### config.mk
export PLATFORM = sky130hd
export DESIGN_NAME = earf_front
export DESIGN_NICKNAME = d
export VERILOG_FILES = /design/src/hdl/earf_pkg.sv /design/src/hdl/earf_front.sv
export SDC_FILE = /design/constraint.sdc
export NUM_CORES = 1
export LEC_CHECK = 0
export BUFFER_PORTS_ARGS = -buffer_cell sky130_fd_sc_hd__buf_2
export CAP_MARGIN = 10
export CORE_ASPECT_RATIO = 0.75
export CORE_UTILIZATION = 57
export DETAILED_ROUTE_END_ITERATION = 10
export PLACE_DENSITY_LB_ADDON = 0.2
export SLEW_MARGIN = 20
export SYNTH_ARGS = -nofsm -noshare
export SYNTH_HDL_FRONTEND = slang
export SYNTH_SLANG_ARGS = --single-unit
### constraint.sdc
create_clock -name clock -period 4.39 [get_ports clock]
set_input_delay 0.2195 -clock clock [delete_from_list [all_inputs] [get_ports clock]]
set_output_delay 0.2195 -clock clock [all_outputs]
set_load 0.02 [all_outputs]
### src/hdl/earf_pkg.sv
// Shared types and constants for the encoder angle and rate filter.
// No dependencies; imported by every module of the block.
`default_nettype none

package earf_pkg;

   // Defaults of the top-level parameters
   localparam int COUNT_CENTER_DEFAULT = 16383;
   localparam int RATE_SCALE_DEFAULT   = 50;

   // Field widths
   localparam int COUNT_W = 16;
   localparam int WORD_W  = 32;
   localparam int COEF_W  = 18;
   localparam int FRAC_W  = 16;
   localparam int RATE_FRAC_W = 8;

   // Filter datapath widths: x + 2x1 + x2 needs two extra bits
   localparam int FF_W   = WORD_W + 2;
   localparam int P_B0_W = COEF_W + FF_W;
   localparam int P_FB_W = COEF_W + WORD_W;
   localparam int ACC_W  = P_B0_W + 2;
   localparam int SHR_W  = ACC_W - FRAC_W;

   // Configuration port
   localparam int CSR_INDEX_W = 2;

   typedef enum logic [CSR_INDEX_W-1:0] {
      CSR_START_ANGLE = 2'd0,
      CSR_GAIN_B0     = 2'd1,
      CSR_FEEDBACK_A1 = 2'd2,
      CSR_FEEDBACK_A2 = 2'd3
   } csr_index_type;

   // Register reset values
   localparam logic signed [WORD_W-1:0] START_ANGLE_RESET = 32'sd720;
   localparam logic signed [COEF_W-1:0] GAIN_B0_RESET     = 18'sd4421;
   localparam logic signed [COEF_W-1:0] FEEDBACK_A1_RESET = 18'sd74907;
   localparam logic signed [COEF_W-1:0] FEEDBACK_A2_RESET = -18'sd27053;

   localparam logic signed [WORD_W-1:0] WORD_MAX = 32'sh7fff_ffff;
   localparam logic signed [WORD_W-1:0] WORD_MIN = 32'sh8000_0000;

   typedef struct packed {
      logic [COUNT_W-1:0] encoder_count;
      logic               clear_history;
   } req_type;

   typedef struct packed {
      logic signed [WORD_W-1:0] angle_qdeg;
      logic signed [WORD_W-1:0] rate_raw;
      logic signed [WORD_W-1:0] rate_filtered;
   } rsp_type;

   // Per-request step control from the top level to the datapath
   typedef struct packed {
      logic advance;
      logic clear_history;
   } step_ctl_type;

   // Angle preset from a start_angle write
   typedef struct packed {
      logic              load;
      logic [WORD_W-1:0] value;
   } angle_load_type;

   typedef struct packed {
      logic signed [COEF_W-1:0] b0;
      logic signed [COEF_W-1:0] a1;
      logic signed [COEF_W-1:0] a2;
   } coef_type;

endpackage

`default_nettype wire

### src/hdl/earf_front.sv
// Step count, angle accumulator and raw rate for one encoder request.
// Depends on earf_pkg.
`default_nettype none

module earf_front
   import earf_pkg::*;
#(
   parameter int COUNT_CENTER = COUNT_CENTER_DEFAULT,
   parameter int RATE_SCALE   = RATE_SCALE_DEFAULT
) (
   input  wire logic                     clock,
   input  wire logic                     reset,
   input  wire step_ctl_type             ctl,
   input  wire angle_load_type           preset,
   input  wire logic [COUNT_W-1:0]       encoder_count,
   output logic signed [WORD_W-1:0]      angle_next,
   output logic signed [WORD_W-1:0]      rate_raw
);

   localparam int SCALE_W = $clog2(RATE_SCALE + 1) + 1;
   localparam int PROD_W  = COUNT_W + SCALE_W;
   localparam int WIDE_W  = PROD_W + RATE_FRAC_W;
   localparam int EXT_W   = (WIDE_W > WORD_W + 1) ? WIDE_W : WORD_W + 1;
   localparam logic [COUNT_W-1:0]        CENTER  = COUNT_W'(COUNT_CENTER);
   localparam logic signed [SCALE_W-1:0] SCALE_S = SCALE_W'(RATE_SCALE);

   logic signed [COUNT_W-1:0] delta;
   logic signed [PROD_W-1:0]  scaled;
   logic signed [EXT_W-1:0]   raw_wide;
   logic                      raw_over;
   logic [WORD_W-1:0]         angle_acc_ff;
   logic [WORD_W-1:0]         angle_acc_in;

   // Step count since the last read, modulo 2^16
   assign delta = signed'(encoder_count - CENTER);

   // Scale to deg/s in Q.8 and clamp to the word range
   assign scaled   = delta * SCALE_S;
   assign raw_wide = EXT_W'(scaled) <<< RATE_FRAC_W;
   assign raw_over = raw_wide[EXT_W-1:WORD_W-1] != {(EXT_W-WORD_W+1){raw_wide[EXT_W-1]}};

   always_comb begin
      if (raw_over) begin
         rate_raw = raw_wide[EXT_W-1] ? WORD_MIN : WORD_MAX;
      end else begin
         rate_raw = raw_wide[WORD_W-1:0];
      end
   end

   // Wrapping angle sum
   assign angle_next = signed'(angle_acc_ff + WORD_W'(delta));

   always_comb begin
      angle_acc_in = angle_acc_ff;
      if (preset.load) begin
         angle_acc_in = preset.value;
      end else if (ctl.advance) begin
         angle_acc_in = angle_next;
      end
   end

   always_ff @(posedge clock) begin
      if (reset) begin
         angle_acc_ff <= START_ANGLE_RESET;
      end else begin
         angle_acc_ff <= angle_acc_in;
      end
   end

endmodule

`default_nettype wire

==> summary.md <==
| Metric | Value |
|---|---|
| CP Max Fanout | 4 |
| Worst Setup End Kind | output pin |
| Clock latency on the worst-skew pair | 0.29 ns |
| Max Root-Sink Buffers | 2 |
| Top Layer Used | met4 |
| Wire length of the first global-routing pass | 23700 microns |
| Sum Neg Setup Slack | 0 ns |
| Placed cell count | 936 |
| Worst vdd ir | 0.253 mV |
| Dominant cells by area after synthesis | ha_1 19%, dfxtp_1 12%, xnor2_1 7.6% |
| Yosys cell types | 72 |
| Routed Antenna Nets | 0 |
| Final setup viols | 0 |
| Top Registers | angle_acc_ff (32) |
| Die Ht | 85.7 microns |
| CTS tree | done |
| Pre-CTS WS | -0.211 ns |
| Initial Util | 58.8% |
| Die X | 114 microns |
| F_max | 235 MHz |
| Dpl hpwl | 11100 microns |
| Vias in the first global route | 5060 |
| Clock root cell | clkbuf_16 |
| Storage cell area | 641 sq um |
| Placer Congestion | 0.973 |
| Commonest non-fill, non-tap cell in the layout | buf_2 |
| Largest Register | angle_acc_ff |
| Post-synth EDFFs | 0 |
| Biggest area consumer among synthesized cells | ha_1 |
| DR DRC count | 0 |
| # port buffers | 106 |
| Sequential area share after synthesis | 12.0% |
| Met3 WL | 1030 microns |
| Final Net Count | 964 |
| Synth-to-Final Area Change | 24.3% |
| GR Overflow Total | 0 |
| Hold Vio Cnt, Final | 0 |
| Worst Skew | 0.00417 ns |
| RSZ-0062 raised after global routing | true |
| Total wire length | 14600 microns |
| Crit Path Class | input port to output pin |
| Status | finished clean |
| Placed inst area | 0.00621 sq mm |
| DR iter-0 viols | 314 |
| Row Count | 30 |
| Max-cap violations | 0 |
| Final Max Slew Viols | 0 |
| Top cell type's share of synthesized area | 18.8% |
| Critical path launch point type | input port |
| Synth Instances | 686 |
| H-tree lvl count | 2 |
| Gr usage total | 29.8% |
| YS warnings | 0 |
| Drt pass-1 iters | 6 |
| TritonCTS buffer count | 5 |
| Post-synth ARST share | 0% |
| Worst-Margin Slew | 0.636 ns |
| Commonest register cell after synthesis | dfxtp_1 |
| Synthesized flop and latch total | 32 |
| Average wire per standard cell | 15.4 microns |
| Synth Area per Inst | 7.76 sq um |
| Filler cells | 679 |
| Utilization after layout | 73.1% |
| Largest net degree at the start of global routing | 63 |
| Normalized max-slew margin | 57.6% |
| Leak Pwr | 3.31 nW |
| M1 wire length | 6820 microns |
| Final period util | 97.0% |
| Most frequent cells in the layout | 102 x buf_2, 72 x ha_1, 66 x inv_1 |
| Critical Path AT | 4.04 ns |
| Multi-input logic area | 0.00448 sq mm |
| Vias per cell | 5.87 |
| Min cycle time layout | 4.26 ns |
| Final WS setup | 0.133 ns |
| Max reg flops | 32 |
| Via count | 5566 |
| Worst hold-check path type | input port to flop |
| DR WL met2 | 6500 microns |
| Mapped cell area | 0.00532 sq mm |
| Ant diodes | 0 |
| Io pins | 117 |
| Antenna violations before repair | 0 |
| CORE AREA | 0.00905 sq mm |
| CTS sink cnt | 32 |
| Die area | 0.00973 sq mm |
| Finished Cell Area | 0.00661 sq mm |
| Non-filler cells, final | 948 |
| CTS clock-pin slew for the worst setup and hold paths | 0.05 ns |
| PwrDens | 406 mW/mm^2 |
| CP required | 4.17 ns |
| Fraction of layout cells with a size suffix above 1 | 26.8% |
-- final cells by class --
cell class | instances | area share, %
Clock buffer | 7 | 2.31
Inverter | 70 | 3.97
Timing Repair Buffer | 155 | 13.9
Sequential cell | 32 | 9.69
Tap cell | 128 | 2.42
Multi-Input combinational cell | 556 | 67.8
-- what timing repair did --
item	CTS	global route
pin swaps	4	12
resized for setup	7	32
setup buffers	1	4
gates cloned	0	0
hold buffers	0	0
endpoints found under the setup margin	5	12
-- synthesized netlist by cell type (all sizes together), types with 2 or more instances --
| library cell | instances |
|---|---|
| nand2b | 2 |
| mux2 | 3 |
| nand4 | 10 |
| o31ai | 2 |
| dfxtp | 32 |
| a21o | 24 |
| a21oi | 51 |
| a21boi | 2 |
| nand2 | 37 |
| a221oi | 14 |
| and2 | 10 |
| or3 | 9 |
| inv | 69 |
| nand3b | 3 |
| a211o | 4 |
| o211ai | 6 |
| nand3 | 19 |
| ha | 80 |
| and3 | 14 |
| nor2 | 42 |
| a211oi | 14 |
| o2111ai | 3 |
| a31o | 4 |
| nor4 | 2 |
| nor3 | 20 |
| o21ai | 25 |
| buf | 14 |
| o21a | 8 |
| fa | 11 |
| o21bai | 4 |
| xnor2 | 47 |
| xor2 | 19 |
| or2 | 2 |
| mux2i | 11 |
| a31oi | 8 |
| o311ai | 5 |
| nor3b | 2 |
| nor4b | 2 |
| nor2b | 15 |
| clkbuf | 22 |
-- worst paths after layout --
path,startpoint,to,slack (ns),depth (start not counted)
worst max-delay path,encoder_count[0],rate_raw[27],0.13,20
worst min register to register,angle_acc_ff[15],angle_acc_ff[15],0.57,2
worst min-delay path,preset[3],angle_acc_ff[3],0.16,3
worst max register to register,angle_acc_ff[0],angle_acc_ff[22],1.04,11
-- metal layers --
| layer | vias to the layer above | track usage, % |
|---|---|---|
| met2 | 244 | 48.1 |
| met4 | 0 | 8.85 |
| met5 | - | 0 |
| met1 | 2574 | 41.1 |
| met3 | 33 | 4.81 |
| li1 | 2715 | - |
-- power breakdown --
part | total (mW) | switching (mW) | internal, mW
sequential | 0.341 | 0.0199 | 0.321
clock | 0.374 | 0.136 | 0.238
combinational | 1.97 | 1.14 | 0.825
total | 2.68 | 1.30 | 1.38
-- critical path, cell delays in order --
cell and delay, ns:
buf_2 0.14, buf_4 0.16, nand2_1 0.13, nor2_1 0.19, xnor2_1 0.12, ha_1 0.30, inv_1 0.05, fa_1 0.53
inv_1 0.05, ha_1 0.32, ha_4 0.27, nor2b_1 0.13, o21a_1 0.19, o311a_1 0.39, nor3_2 0.17, buf_4 0.15
o31ai_1 0.07, a21oi_1 0.17, xnor2_1 0.13, buf_4 0.16
-- metrics by stage --
step           total power, mW  hold slack, ns
3_5_place_dp              2.18           0.454
3_3_place_gp              2.13           0.443
5_1_grt                   2.87           0.182
2_1_floorplan             1.66           0.347
6_report                  2.68           0.161
4_1_cts                   2.59           0.159
-- cells by family (layout without fill, tap and decap cells) --
logic type | Yosys count | after routing | synth area share, %
other cells | 1 | 9 | 0.0705
mux | 14 | 14 | 2.70
simple gates | 190 | 190 | 18.2
fa+ha+maj | 91 | 91 | 22.9
compound gates | 186 | 186 | 24.8
xor+xnor | 66 | 66 | 11.0
flops | 32 | 32 | 12.0
buf+inv | 106 | 232 | 8.21
No activity file was read; power rests on OpenSTA's default activity.
